--- config.mk ---
export PLATFORM = sky130hd
export DESIGN_NAME = clipped_shape_rasterizer
export DESIGN_NICKNAME = d
export VERILOG_FILES = /design/src/hw/rtl/csrast_pkg.sv /design/src/hw/rtl/clipped_shape_rasterizer.sv
export SDC_FILE = /design/constraint.sdc
export NUM_CORES = 2
export LEC_CHECK = 0
export ABC_AREA = 1
export BUFFER_PORTS_ARGS = -buffer_cell sky130_fd_sc_hd__buf_2
export CORE_MARGIN = 1
export CORE_UTILIZATION = 30
export CTS_CLUSTER_DIAMETER = 80
export CTS_CLUSTER_SIZE = 40
export DETAILED_ROUTE_END_ITERATION = 7
export PLACE_DENSITY = 0.47
export SKIP_CTS_REPAIR_TIMING = 1
export SLEW_MARGIN = 10
export SYNTH_ARGS = -nofsm -noshare
export SYNTH_HDL_FRONTEND = slang
export SYNTH_SLANG_ARGS = --single-unit
--- constraint.sdc ---
create_clock -name clk -period 14.7 [get_ports clk]
set_clock_uncertainty 0.05 [all_clocks]
set_input_delay 1.47 -clock clk [delete_from_list [all_inputs] [get_ports clk]]
set_output_delay 1.47 -clock clk [all_outputs]
set_load 0.02 [all_outputs]
--- src/hw/rtl/csrast_pkg.sv ---
`timescale 1ns / 1ps
// ----------------------------------------------------------------------------
// csrast_pkg
// Shared types and constants of the clipped shape rasterizer: input modes,
// configuration register indexes, field widths and register reset values.
// ----------------------------------------------------------------------------
package csrast_pkg;

  // default coordinate width, screen sizes saturate at 2^(COORD_BITS-1)
  localparam int COORD_BITS_DEF = 14;

  // fixed field widths
  localparam int SIZE_W   = 14;
  localparam int PIX_W    = 13;
  localparam int COORD_IN = 16;
  localparam int RAD_W    = 15;
  localparam int DATA_W   = 32;
  localparam int CFG_IDX_W = 2;

  // register reset values
  localparam logic [SIZE_W-1:0] SCREEN_WIDTH_RST  = SIZE_W'(1280);
  localparam logic [SIZE_W-1:0] SCREEN_HEIGHT_RST = SIZE_W'(720);

  // input item modes
  typedef enum logic [1:0] {
    MODE_FILL_RECT    = 2'd0,
    MODE_OUTLINE_RECT = 2'd1,
    MODE_FILL_CIRCLE  = 2'd2,
    MODE_STEP         = 2'd3
  } mode_t;

  // configuration register indexes
  typedef enum logic [CFG_IDX_W-1:0] {
    CFG_SCREEN_WIDTH  = 2'd0,
    CFG_SCREEN_HEIGHT = 2'd1,
    CFG_FRAME_OFFSET  = 2'd2
  } cfg_idx_t;

endpackage

--- src/hw/rtl/clipped_shape_rasterizer.sv ---
`timescale 1ns / 1ps
// A step beat appears on the result channel in the cycle after it is taken.
// One input beat per cycle while in_ready is high; commands give no result beat.
// Input is taken whenever the single output register is empty or being drained.
// Reset (synchronous, active low) leaves the block idle, screen 1280 x 720,
// frame offset zero and an empty output register.
// ----------------------------------------------------------------------------
// clipped_shape_rasterizer
// Starts a filled rectangle, rectangle outline or filled circle clipped to the
// screen, and walks its candidate pixels in raster order, one per step beat.
// ----------------------------------------------------------------------------
module clipped_shape_rasterizer #(
  parameter int COORD_BITS = csrast_pkg::COORD_BITS_DEF
) (
  input  logic                                 clk,
  input  logic                                 rst_n,
  // command / step channel
  input  logic                                 in_valid,
  output logic                                 in_ready,
  input  logic [1:0]                           in_mode,
  input  logic signed [csrast_pkg::COORD_IN-1:0] in_x,
  input  logic signed [csrast_pkg::COORD_IN-1:0] in_y,
  input  logic signed [csrast_pkg::COORD_IN-1:0] in_width,
  input  logic signed [csrast_pkg::COORD_IN-1:0] in_height,
  input  logic signed [csrast_pkg::RAD_W-1:0]  in_radius,
  input  logic [csrast_pkg::DATA_W-1:0]        in_color,
  // pixel channel
  output logic                                 out_valid,
  input  logic                                 out_ready,
  output logic                                 out_write_pixel,
  output logic [csrast_pkg::PIX_W-1:0]         out_pixel_x,
  output logic [csrast_pkg::PIX_W-1:0]         out_pixel_y,
  output logic [csrast_pkg::DATA_W-1:0]        out_byte_address,
  output logic [csrast_pkg::DATA_W-1:0]        out_pixel_color,
  output logic                                 out_done_res,
  output logic                                 out_busy_res,
  // register write channel
  input  logic                                 cfg_valid,
  output logic                                 cfg_ready,
  input  logic [csrast_pkg::CFG_IDX_W-1:0]     cfg_index,
  input  logic [csrast_pkg::DATA_W-1:0]        cfg_data
);

  localparam int CB         = COORD_BITS;
  localparam int SW         = 18;
  localparam int SCREEN_MAX = 1 << (COORD_BITS - 1);
  localparam int SIZE_W     = csrast_pkg::SIZE_W;
  localparam int PIX_W      = csrast_pkg::PIX_W;
  localparam int DW         = csrast_pkg::DATA_W;
  localparam int RW         = csrast_pkg::RAD_W;
  localparam logic signed [SW-1:0] ONE_S  = SW'(1);
  localparam logic signed [SW-1:0] ZERO_S = '0;

  // configuration registers
  logic [SIZE_W-1:0] screen_width_r, screen_width_nxt;
  logic [SIZE_W-1:0] screen_height_r, screen_height_nxt;
  logic [DW-1:0]     frame_offset_r, frame_offset_nxt;

  // shape state
  csrast_pkg::mode_t shape_kind_r, shape_kind_nxt;
  logic              active_r, active_nxt;
  logic [CB-1:0]     cursor_x_r, cursor_x_nxt;
  logic [CB-1:0]     cursor_y_r, cursor_y_nxt;
  logic [CB-1:0]     span_left_r, span_left_nxt;
  logic [CB-1:0]     span_right_r, span_right_nxt;
  logic [CB-1:0]     span_top_r, span_top_nxt;
  logic [CB-1:0]     span_bottom_r, span_bottom_nxt;
  logic signed [SW-1:0] center_x_r, center_x_nxt;
  logic signed [SW-1:0] center_y_r, center_y_nxt;
  logic [DW-1:0]     radius_squared_r, radius_squared_nxt;
  logic [DW-1:0]     shape_color_r, shape_color_nxt;

  // output register
  logic              out_valid_r, out_valid_nxt;
  logic              out_write_pixel_r, out_write_pixel_nxt;
  logic [PIX_W-1:0]  out_pixel_x_r, out_pixel_x_nxt;
  logic [PIX_W-1:0]  out_pixel_y_r, out_pixel_y_nxt;
  logic [DW-1:0]     out_byte_address_r, out_byte_address_nxt;
  logic [DW-1:0]     out_pixel_color_r, out_pixel_color_nxt;
  logic              out_done_res_r, out_done_res_nxt;
  logic              out_busy_res_r, out_busy_res_nxt;

  csrast_pkg::mode_t in_mode_e;
  logic              in_fire;

  // saturated screen size
  logic [CB-1:0]     eff_w;
  logic [CB-1:0]     eff_h;
  logic signed [SW-1:0] eff_w_s;
  logic signed [SW-1:0] eff_h_s;

  // command geometry
  logic signed [SW-1:0] x_ext, y_ext, w_ext, h_ext, r_ext;
  logic signed [SW-1:0] x_hi, y_hi;
  logic signed [SW-1:0] x_lo_c, y_lo_c, x_hi_c, y_hi_c;
  logic                 cmd_live;
  logic signed [2*RW-1:0] r_sq;

  // step datapath
  logic signed [SW-1:0]   dx, dy;
  logic signed [2*SW-1:0] dx_sq, dy_sq;
  logic [2*SW:0]          dist_sq;
  logic                   in_disc;
  logic                   step_wr;
  logic                   step_last;
  logic                   outline_mid;
  logic [2*CB-1:0]        row_base;
  logic [DW-1:0]          pix_index;
  logic [DW-1:0]          step_addr;

  assign in_mode_e = csrast_pkg::mode_t'(in_mode);
  assign in_ready  = !out_valid_r || out_ready;
  assign in_fire   = in_valid && in_ready;
  assign cfg_ready = 1'b1;

  // screen size saturation
  assign eff_w = (DW'(screen_width_r) > DW'(SCREEN_MAX)) ? CB'(SCREEN_MAX) : CB'(screen_width_r);
  assign eff_h = (DW'(screen_height_r) > DW'(SCREEN_MAX)) ? CB'(SCREEN_MAX)
                                                          : CB'(screen_height_r);
  assign eff_w_s = $signed(SW'(eff_w));
  assign eff_h_s = $signed(SW'(eff_h));

  // shape bounds, exclusive on the high side, then clipped
  assign x_ext = {{(SW-16){in_x[15]}}, in_x};
  assign y_ext = {{(SW-16){in_y[15]}}, in_y};
  assign w_ext = {{(SW-16){in_width[15]}}, in_width};
  assign h_ext = {{(SW-16){in_height[15]}}, in_height};
  assign r_ext = {{(SW-RW){in_radius[RW-1]}}, in_radius};

  assign x_hi = (in_mode_e == csrast_pkg::MODE_FILL_CIRCLE) ? x_ext + r_ext + r_ext
                                                            : x_ext + w_ext;
  assign y_hi = (in_mode_e == csrast_pkg::MODE_FILL_CIRCLE) ? y_ext + r_ext + r_ext
                                                            : y_ext + h_ext;

  assign x_lo_c = x_ext[SW-1] ? ZERO_S : x_ext;
  assign y_lo_c = y_ext[SW-1] ? ZERO_S : y_ext;
  assign x_hi_c = (x_hi > eff_w_s) ? eff_w_s : x_hi;
  assign y_hi_c = (y_hi > eff_h_s) ? eff_h_s : y_hi;
  assign cmd_live = (x_lo_c < x_hi_c) && (y_lo_c < y_hi_c);

  assign r_sq = in_radius * in_radius;

  // circle membership of the current candidate
  assign dx      = $signed(SW'(cursor_x_r)) - center_x_r;
  assign dy      = $signed(SW'(cursor_y_r)) - center_y_r;
  assign dx_sq   = dx * dx;
  assign dy_sq   = dy * dy;
  assign dist_sq = (2*SW+1)'($unsigned(dx_sq)) + (2*SW+1)'($unsigned(dy_sq));
  assign in_disc = dist_sq <= (2*SW+1)'(radius_squared_r);
  assign step_wr = (shape_kind_r != csrast_pkg::MODE_FILL_CIRCLE) || in_disc;

  // pixel byte address, wraps at 32 bits
  assign row_base  = cursor_y_r * eff_w;
  assign pix_index = DW'(cursor_x_r) + DW'(row_base);
  assign step_addr = frame_offset_r + {pix_index[DW-3:0], 2'b00};

  assign step_last   = (cursor_x_r == span_right_r) && (cursor_y_r == span_bottom_r);
  assign outline_mid = (shape_kind_r == csrast_pkg::MODE_OUTLINE_RECT) &&
                       (cursor_y_r != span_top_r) && (cursor_y_r != span_bottom_r);

  // next state
  always_comb begin
    screen_width_nxt     = screen_width_r;
    screen_height_nxt    = screen_height_r;
    frame_offset_nxt     = frame_offset_r;
    shape_kind_nxt       = shape_kind_r;
    active_nxt           = active_r;
    cursor_x_nxt         = cursor_x_r;
    cursor_y_nxt         = cursor_y_r;
    span_left_nxt        = span_left_r;
    span_right_nxt       = span_right_r;
    span_top_nxt         = span_top_r;
    span_bottom_nxt      = span_bottom_r;
    center_x_nxt         = center_x_r;
    center_y_nxt         = center_y_r;
    radius_squared_nxt   = radius_squared_r;
    shape_color_nxt      = shape_color_r;
    out_valid_nxt        = out_valid_r && !out_ready;
    out_write_pixel_nxt  = out_write_pixel_r;
    out_pixel_x_nxt      = out_pixel_x_r;
    out_pixel_y_nxt      = out_pixel_y_r;
    out_byte_address_nxt = out_byte_address_r;
    out_pixel_color_nxt  = out_pixel_color_r;
    out_done_res_nxt     = out_done_res_r;
    out_busy_res_nxt     = out_busy_res_r;

    // register writes
    if (cfg_valid) begin
      case (csrast_pkg::cfg_idx_t'(cfg_index))
        csrast_pkg::CFG_SCREEN_WIDTH:  screen_width_nxt  = cfg_data[SIZE_W-1:0];
        csrast_pkg::CFG_SCREEN_HEIGHT: screen_height_nxt = cfg_data[SIZE_W-1:0];
        csrast_pkg::CFG_FRAME_OFFSET:  frame_offset_nxt  = cfg_data;
        default: ;
      endcase
    end

    if (in_fire) begin
      if (in_mode_e != csrast_pkg::MODE_STEP) begin
        // new shape, aborts any shape in progress
        shape_kind_nxt  = in_mode_e;
        shape_color_nxt = in_color;
        active_nxt      = cmd_live;
        span_left_nxt   = CB'(x_lo_c);
        span_right_nxt  = CB'(x_hi_c - ONE_S);
        span_top_nxt    = CB'(y_lo_c);
        span_bottom_nxt = CB'(y_hi_c - ONE_S);
        cursor_x_nxt    = CB'(x_lo_c);
        cursor_y_nxt    = CB'(y_lo_c);
        if (in_mode_e == csrast_pkg::MODE_FILL_CIRCLE) begin
          center_x_nxt       = x_ext + r_ext;
          center_y_nxt       = y_ext + r_ext;
          radius_squared_nxt = DW'($unsigned(r_sq));
        end
      end else begin
        // step beat, one result
        out_valid_nxt = 1'b1;
        if (!active_r) begin
          out_write_pixel_nxt  = 1'b0;
          out_pixel_x_nxt      = '0;
          out_pixel_y_nxt      = '0;
          out_byte_address_nxt = '0;
          out_pixel_color_nxt  = '0;
          out_done_res_nxt     = 1'b0;
          out_busy_res_nxt     = 1'b0;
        end else begin
          out_write_pixel_nxt  = step_wr;
          out_pixel_x_nxt      = PIX_W'(cursor_x_r);
          out_pixel_y_nxt      = PIX_W'(cursor_y_r);
          out_byte_address_nxt = step_addr;
          out_pixel_color_nxt  = shape_color_r;
          out_done_res_nxt     = step_last;
          out_busy_res_nxt     = 1'b1;

          // advance the cursor
          if (step_last) begin
            active_nxt = 1'b0;
          end else if (outline_mid) begin
            if ((cursor_x_r == span_left_r) && (span_left_r != span_right_r)) begin
              cursor_x_nxt = span_right_r;
            end else begin
              cursor_x_nxt = span_left_r;
              cursor_y_nxt = cursor_y_r + CB'(1);
            end
          end else if (cursor_x_r < span_right_r) begin
            cursor_x_nxt = cursor_x_r + CB'(1);
          end else begin
            cursor_x_nxt = span_left_r;
            cursor_y_nxt = cursor_y_r + CB'(1);
          end
        end
      end
    end
  end

  // state and output registers
  always_ff @(posedge clk) begin
    if (!rst_n) begin
      screen_width_r   <= csrast_pkg::SCREEN_WIDTH_RST;
      screen_height_r  <= csrast_pkg::SCREEN_HEIGHT_RST;
      frame_offset_r   <= '0;
      shape_kind_r     <= csrast_pkg::MODE_FILL_RECT;
      active_r         <= 1'b0;
      cursor_x_r       <= '0;
      cursor_y_r       <= '0;
      span_left_r      <= '0;
      span_right_r     <= '0;
      span_top_r       <= '0;
      span_bottom_r    <= '0;
      center_x_r       <= '0;
      center_y_r       <= '0;
      radius_squared_r <= '0;
      shape_color_r    <= '0;
      out_valid_r      <= 1'b0;
    end else begin
      screen_width_r   <= screen_width_nxt;
      screen_height_r  <= screen_height_nxt;
      frame_offset_r   <= frame_offset_nxt;
      shape_kind_r     <= shape_kind_nxt;
      active_r         <= active_nxt;
      cursor_x_r       <= cursor_x_nxt;
      cursor_y_r       <= cursor_y_nxt;
      span_left_r      <= span_left_nxt;
      span_right_r     <= span_right_nxt;
      span_top_r       <= span_top_nxt;
      span_bottom_r    <= span_bottom_nxt;
      center_x_r       <= center_x_nxt;
      center_y_r       <= center_y_nxt;
      radius_squared_r <= radius_squared_nxt;
      shape_color_r    <= shape_color_nxt;
      out_valid_r      <= out_valid_nxt;
    end
  end

  // result payload, no reset needed
  always_ff @(posedge clk) begin
    out_write_pixel_r  <= out_write_pixel_nxt;
    out_pixel_x_r      <= out_pixel_x_nxt;
    out_pixel_y_r      <= out_pixel_y_nxt;
    out_byte_address_r <= out_byte_address_nxt;
    out_pixel_color_r  <= out_pixel_color_nxt;
    out_done_res_r     <= out_done_res_nxt;
    out_busy_res_r     <= out_busy_res_nxt;
  end

  assign out_valid        = out_valid_r;
  assign out_write_pixel  = out_write_pixel_r;
  assign out_pixel_x      = out_pixel_x_r;
  assign out_pixel_y      = out_pixel_y_r;
  assign out_byte_address = out_byte_address_r;
  assign out_pixel_color  = out_pixel_color_r;
  assign out_done_res     = out_done_res_r;
  assign out_busy_res     = out_busy_res_r;

endmodule

* Word level (Yosys, flattened, before mapping) *
Index checks and enable logic that the tools add are counted.

cells by class
  equal/unequal tests = 15
  $mul = 4
  bitwise operators = 1
  multiplexer cells = 26
  $lt $le $gt $ge = 8
  reduce and logical (&&, ||, !) cells = 21
  add/subtract/negate cells = 15

operator list
  kind                                                    number
  2-to-1 mux 14 bit                                       14
  multiplier 18 x 18 -> 36 bit                            2
  2-to-1 mux 18 bit                                       4
  == test 14 bit                                          3
  inequality test 14 bit                                  3
  adder 36 x 36 -> 37 bit                                 1
  <= comparator 37 x 30 -> 1 bit                          1
  adder 17 x 15 -> 18 bit                                 2
  greater-than comparator 18 x 15 -> 1 bit                2
  < comparator 16 x 18 -> 1 bit                           2
  subtractor 15 x 17 -> 18 bit                            2
  adder 16 x 15 -> 17 bit                                 2
  adder 16 x 16 -> 17 bit                                 2
  adder 32 x 31 -> 32 bit                                 1
  multiplier 15 x 15 -> 30 bit                            1
  2-to-1 mux 15 bit                                       2
  adder 14 x 28 -> 29 bit                                 1
  adder 14 x 1 -> 14 bit (second input constant)          2
  greater-than comparator 14 bit (second input constant)  2
  multiplier 14 x 14 -> 28 bit                            1
  subtractor 14 x 2 -> 14 bit (second input constant)     2
  < comparator 14 bit                                     1
  AND reduction 2 bit                                     5
  logical AND 1 bit                                       7
  other kinds (13)                                        25

storage, ports and cells
  output and inout bits = 96
  bits in registers = 337
  logic and storage cells = 113
  input bits = 152

* Logic depth before layout (Yosys ltp) *
  word-level depth = 8
  depth in mapped cells = 62
  mapped depth without buffers = 60

* Worst setup path after synthesis *
OpenSTA, ideal clock, no wires.

  path type = reg-to-reg
  start point = register cursor_y_r[0]
  end point = register out_write_pixel_r, in the netlist out_write_pixel, data pin
  path buffers = 3
  cell stages (with the launch flop) = 59
  arrival = 10.044 ns
  library setup time = 0.147 ns
  slack = 4.459 ns
  period minus slack after synthesis = 10.241 ns
  path through = dfxtp_1 > clkbuf_1 > inv_1 > buf_1 > ha_1 > inv_1 > fa_1 > nand3_1 > nand2_1 > a21oi_1 > o21ai_1 > a21oi_1 > o21bai_1 > a21oi_1 > o21bai_1 > or2_2 > nand2_1 > clkbuf_1 > [23 not listed] > a21oi_1 > o21ai_0 > xor2_1 > ha_1 > a21oi_1 > inv_1 > a31oi_1 > o21ai_0 > xor2_1 > ha_1 > nand4_1 > nor4b_1 > nand3_1 > a21oi_1 > o21ai_0 > nor2_1 > nand4_1 > a21oi_1

between the ends
  longest elaborated chain between the ends = 5

ends and longest elaborated chain
  element                         line                             RTL
  from (decl)                     clipped_shape_rasterizer.sv:63   logic [CB-1:0] cursor_y_r, cursor_y_nxt;
  from (signal assigned)          clipped_shape_rasterizer.sv:281  cursor_y_r <= cursor_y_nxt;
  subtractor 15 x 17 -> 18 bit    clipped_shape_rasterizer.sv:145  assign dy = $signed(SW'(cursor_y_r)) - center_y_r;
  multiplier 18 x 18 -> 36 bit    clipped_shape_rasterizer.sv:147  assign dy_sq = dy * dy;
  adder 36 x 36 -> 37 bit         clipped_shape_rasterizer.sv:148  assign dist_sq = (2*SW+1)'($unsigned(dx_sq)) + (2*SW+1)'($unsigned(dy_sq));
  <= comparator 37 x 30 -> 1 bit  clipped_shape_rasterizer.sv:149  assign in_disc = dist_sq <= (2*SW+1)'(radius_squared_r);
  logical OR 1 bit                clipped_shape_rasterizer.sv:150  assign step_wr = (shape_kind_r != csrast_pkg::MODE_FILL_CIRCLE) || in_disc;
  to (signal assigned)            clipped_shape_rasterizer.sv:296  out_write_pixel_r <= out_write_pixel_nxt;
  to (decl)                       clipped_shape_rasterizer.sv:75   logic out_write_pixel_r, out_write_pixel_nxt;

Every way passes these cells.
A chain may end at the register's enable or synchronous reset.

* Worst setup path in the final report *
Same ends and word-level chain as after synthesis.

==> impl.org <==
** Floorplanning
- The floorplan step defined a die boundary enclosing 0.208 mm².
- Top-level I/O count :: 248
- Width of the die :: 456 µm
- Standard cell core area :: 0.205 mm²
- The die is 456 µm tall.
- Std cell rows :: 166
- Initial cell density of the core :: 0.302

** Synth
- After synthesis, the mean cell area works out to 7.82 µm².
- Summing every instance area after synthesis gives 0.0618 mm².
- Syn Inst Count :: 7,900
- The synthesized design contains 336 register bits.
- Largest cells by area after synthesis :: sky130_fd_sc_hd__fa_1 31%, sky130_fd_sc_hd__ha_1 13%, sky130_fd_sc_hd__inv_1 12%
- The commonest cells after synthesis are 1,898 x sky130_fd_sc_hd__inv_1, 1,295 x sky130_fd_sc_hd__nand2_1, 962 x sky130_fd_sc_hd__fa_1.
- Syn. warnings :: 0
- Nets in the synthesized netlist :: 9,677
- Of all flip-flops after synthesis, the portion carrying an async set or reset was 0.
- Library cells used by synthesis :: 65
- Post-synth top area cell :: sky130_fd_sc_hd__fa_1
- For this run, the register share of the synthesized area comes to 0.124.
- The most used flip-flop cell after synthesis is sky130_fd_sc_hd__dfxtp_1.
- In the post-synthesis netlist, the cell with the most instances is sky130_fd_sc_hd__inv_1.
- EDFF count, synth :: 93
- Share of the synthesized area in the top cell type :: 0.312

** Setup path
- Cell class contributing the biggest share of worst-path delay :: adder cells
- The slowest stage of the critical path is the sky130_fd_sc_hd__o21ai_0 cell.
- Slowest stage delay, CP :: 0.57 ns
- Worst path depth :: 55
- Worst Setup End Kind :: register
- Arrival time worst endpoint :: 12.56 ns
- STA classifies the critical path startpoint as a register.
- At the worst endpoint, the required time is 15.13 ns.
- The cell that appears most often on the critical path is sky130_fd_sc_hd__nand2_1.
- Counting both buffers and inverters, the worst setup path holds a total of 7.
- Along the worst path, the maximum fanout reaches 16.
- The critical path is of the reg -> reg type.
- Path depth of the worst reg2reg path :: 55

** Timing
- Adding up every negative setup slack in the final design gives 0 ns.
- Min Tclk post-route :: 12.13 ns
- The number of max-slew violations in the final report came to 0.
- Setup violations remaining at the end of the flow were counted as 0.
- Of the available clock period, the critical path in the final layout requires 0.825.
- At the pin with the least slew margin, the transition time is 1.23 ns.
- Final hold violation count :: 0
- Worst max-slew margin expressed relative to the limit :: 0.177
- Max Freq :: 82.4 MHz
- Setup repair after global routing missed its margin :: false

** Global routing
- Pin count of the biggest net entering global routing :: 90
- For this run the aggregate overflow at the end of global routing stands at 0.
- Total track usage :: 0.196
- Vias in the first global route :: 53,091
- Number of antenna violations at the first check in global routing :: 15
- The first global-routing pass estimated 315,000 µm of wire.

** Routing
- The first detailed-routing pass took 6 iterations.
- Via count of the routed design :: 50,811
- Post-route ant nets :: 0
- In the final routed layout, each cell accounts on average for 18.8 µm.
- Routed wire length :: 203,000 µm
- Detail-routed via count per cell :: 4.73
- In the routed design, unresolved DRC markers number 0.
- Detailed router's first-iteration violation count :: 3,224

** Layout
- In the final design database the tool counted 9,822 nets.
- In the final layout, the share of cells above drive strength 1 is 0.0590.
- The filler cells instantiated in the layout total 21,945.
- Area growth syn-to-layout :: 8.84%

** Job
- Max capacitance violation total :: 0

** Place
- GPL Wtd Cong :: 0.919
- Total half-perimeter wirelength after legalization and detailed placement :: 170,000 µm
- Number of I/O port buffers :: 246

** Hold path
- Number of cells traversed by the worst hold path :: 2
- Kind of path behind the tightest hold check :: reg -> reg

** CTS
- Number of clock sinks seen by CTS :: 336
- Clock slew seen by the registers of the worst setup and hold paths :: 0.12 ns
- The tree is rooted in a sky130_fd_sc_hd__clkbuf_16.
- Clock tree synthesis inserted a total of 24 buffers.
- Clock buffer depth :: 3
- Worst skew pair latency :: 0.68 ns
- In this run the number of H-tree levels came out at 1.
- Clock tree from TritonCTS :: yes

** Status
- The run finished with clean final reports.
[worst register-to-register path, delay by kind of cell (launching register included)]
kind | cells | cell delay, ns
AO/OA/AOI/OAI | 17 | 3.10
flip-flops | 1 | 0.49
XOR/XNOR | 2 | 0.36
adder cells (fa/ha/maj) | 11 | 4.40
buffers and inverters | 7 | 1.18
AND/OR/NAND/NOR | 18 | 2.40
[worst paths after layout]
kind	start	to	slack [ns]
worst max-delay path	cursor_y_r[0]	out_write_pixel	2.57
worst min-delay path	shape_color_r[7]	out_pixel_color[7]	0.42
worst max register to register	cursor_y_r[0]	out_write_pixel	2.57
worst min register to register	shape_color_r[7]	out_pixel_color[7]	0.42
[metal layers]
layer  wire [µm]  global-route usage  up-vias
met5          68                   0        -
met4        6020              0.0531       12
met3        7860              0.0140      184
met2       95600               0.334      997
met1       92900               0.267    25092
li1            -                   -    24526
[layout by cell type (no fill, tap or decap), drive strengths merged, types with 3 or more instances in the layout]
cell type / instances
ha: 663
a221oi: 9
o21a: 25
o21bai: 37
a22oi: 7
a211oi: 13
fa: 962
clkbuf: 24
dfxtp: 243
and3: 4
nand3: 193
nand2: 1306
a21o: 23
a21oi: 522
o211ai: 39
a31oi: 35
xor2: 183
buf: 326
nand4: 47
o221ai: 11
clkinv: 27
nor4: 17
and2: 6
or2: 30
o21ai: 409
o31ai: 6
xnor2: 81
a2111oi: 3
edfxtp: 93
a21boi: 16
inv: 1921
nor2: 704
o22ai: 12
o2111ai: 6
nor3: 47
[registers in the layout (all words and copies together) (netlist names)]
signal,flops
frame_offset_r,32
out_byte_address,32
out_pixel_color,32
shape_color_r,32
radius_squared_r,29
center_x_r,17
center_y_r,17
cursor_x_r,14
cursor_y_r,14
screen_height_r,14
screen_width_r,14
span_bottom_r,14
span_left_r,14
span_right_r,14
span_top_r,14
out_pixel_x,13
out_pixel_y,13
shape_kind_r,2
active_r,1
out_busy_res,1
out_done_res,1
out_valid,1
out_write_pixel,1
[final cells by class]
class / instances / area, µm² / area share
clock inverters: 20 / 485 / 0.00722
well taps: 2688 / 3360 / 0.0500
clock buffers: 24 / 601 / 0.00893
repair buffers: 326 / 1840 / 0.0273
flip-flops and latches: 336 / 7660 / 0.114
diodes: 2 / 5.00 / 0.0000744
inverters: 1928 / 7240 / 0.108
multi-input cells: 5429 / 46100 / 0.685
[cells by family (layout without fill, tap and decap cells)]
kind of cell / after synthesis / after routing / share of synthesized area
AO/OA/AOI/OAI: 1182 / 1182 / 0.107
XOR/XNOR: 264 / 264 / 0.0375
adder cells (fa/ha/maj): 1625 / 1625 / 0.446
buffers and inverters: 2135 / 2298 / 0.131
flip-flops: 336 / 336 / 0.124
other: 1 / 3 / 0.0000607
AND/OR/NAND/NOR: 2357 / 2357 / 0.155
[through the flow]
step	hold WS [ns]	worst slack (ns)	cells	util	area (µm²)
final	0.417	2.57	10753	0.329	67300
after global routing	0.446	1.71	10752	0.329	67300
after CTS	0.418	2.77	10751	0.329	67300
after detailed placement	0.407	2.90	10707	0.323	66200
after global placement	0.402	2.95	10707	0.323	66200
after floorplan	0.383	4.46	7900	-	61800
Power is not shown: default switching activity piles up to over one toggle a cycle in this logic, so the estimate is an artifact.
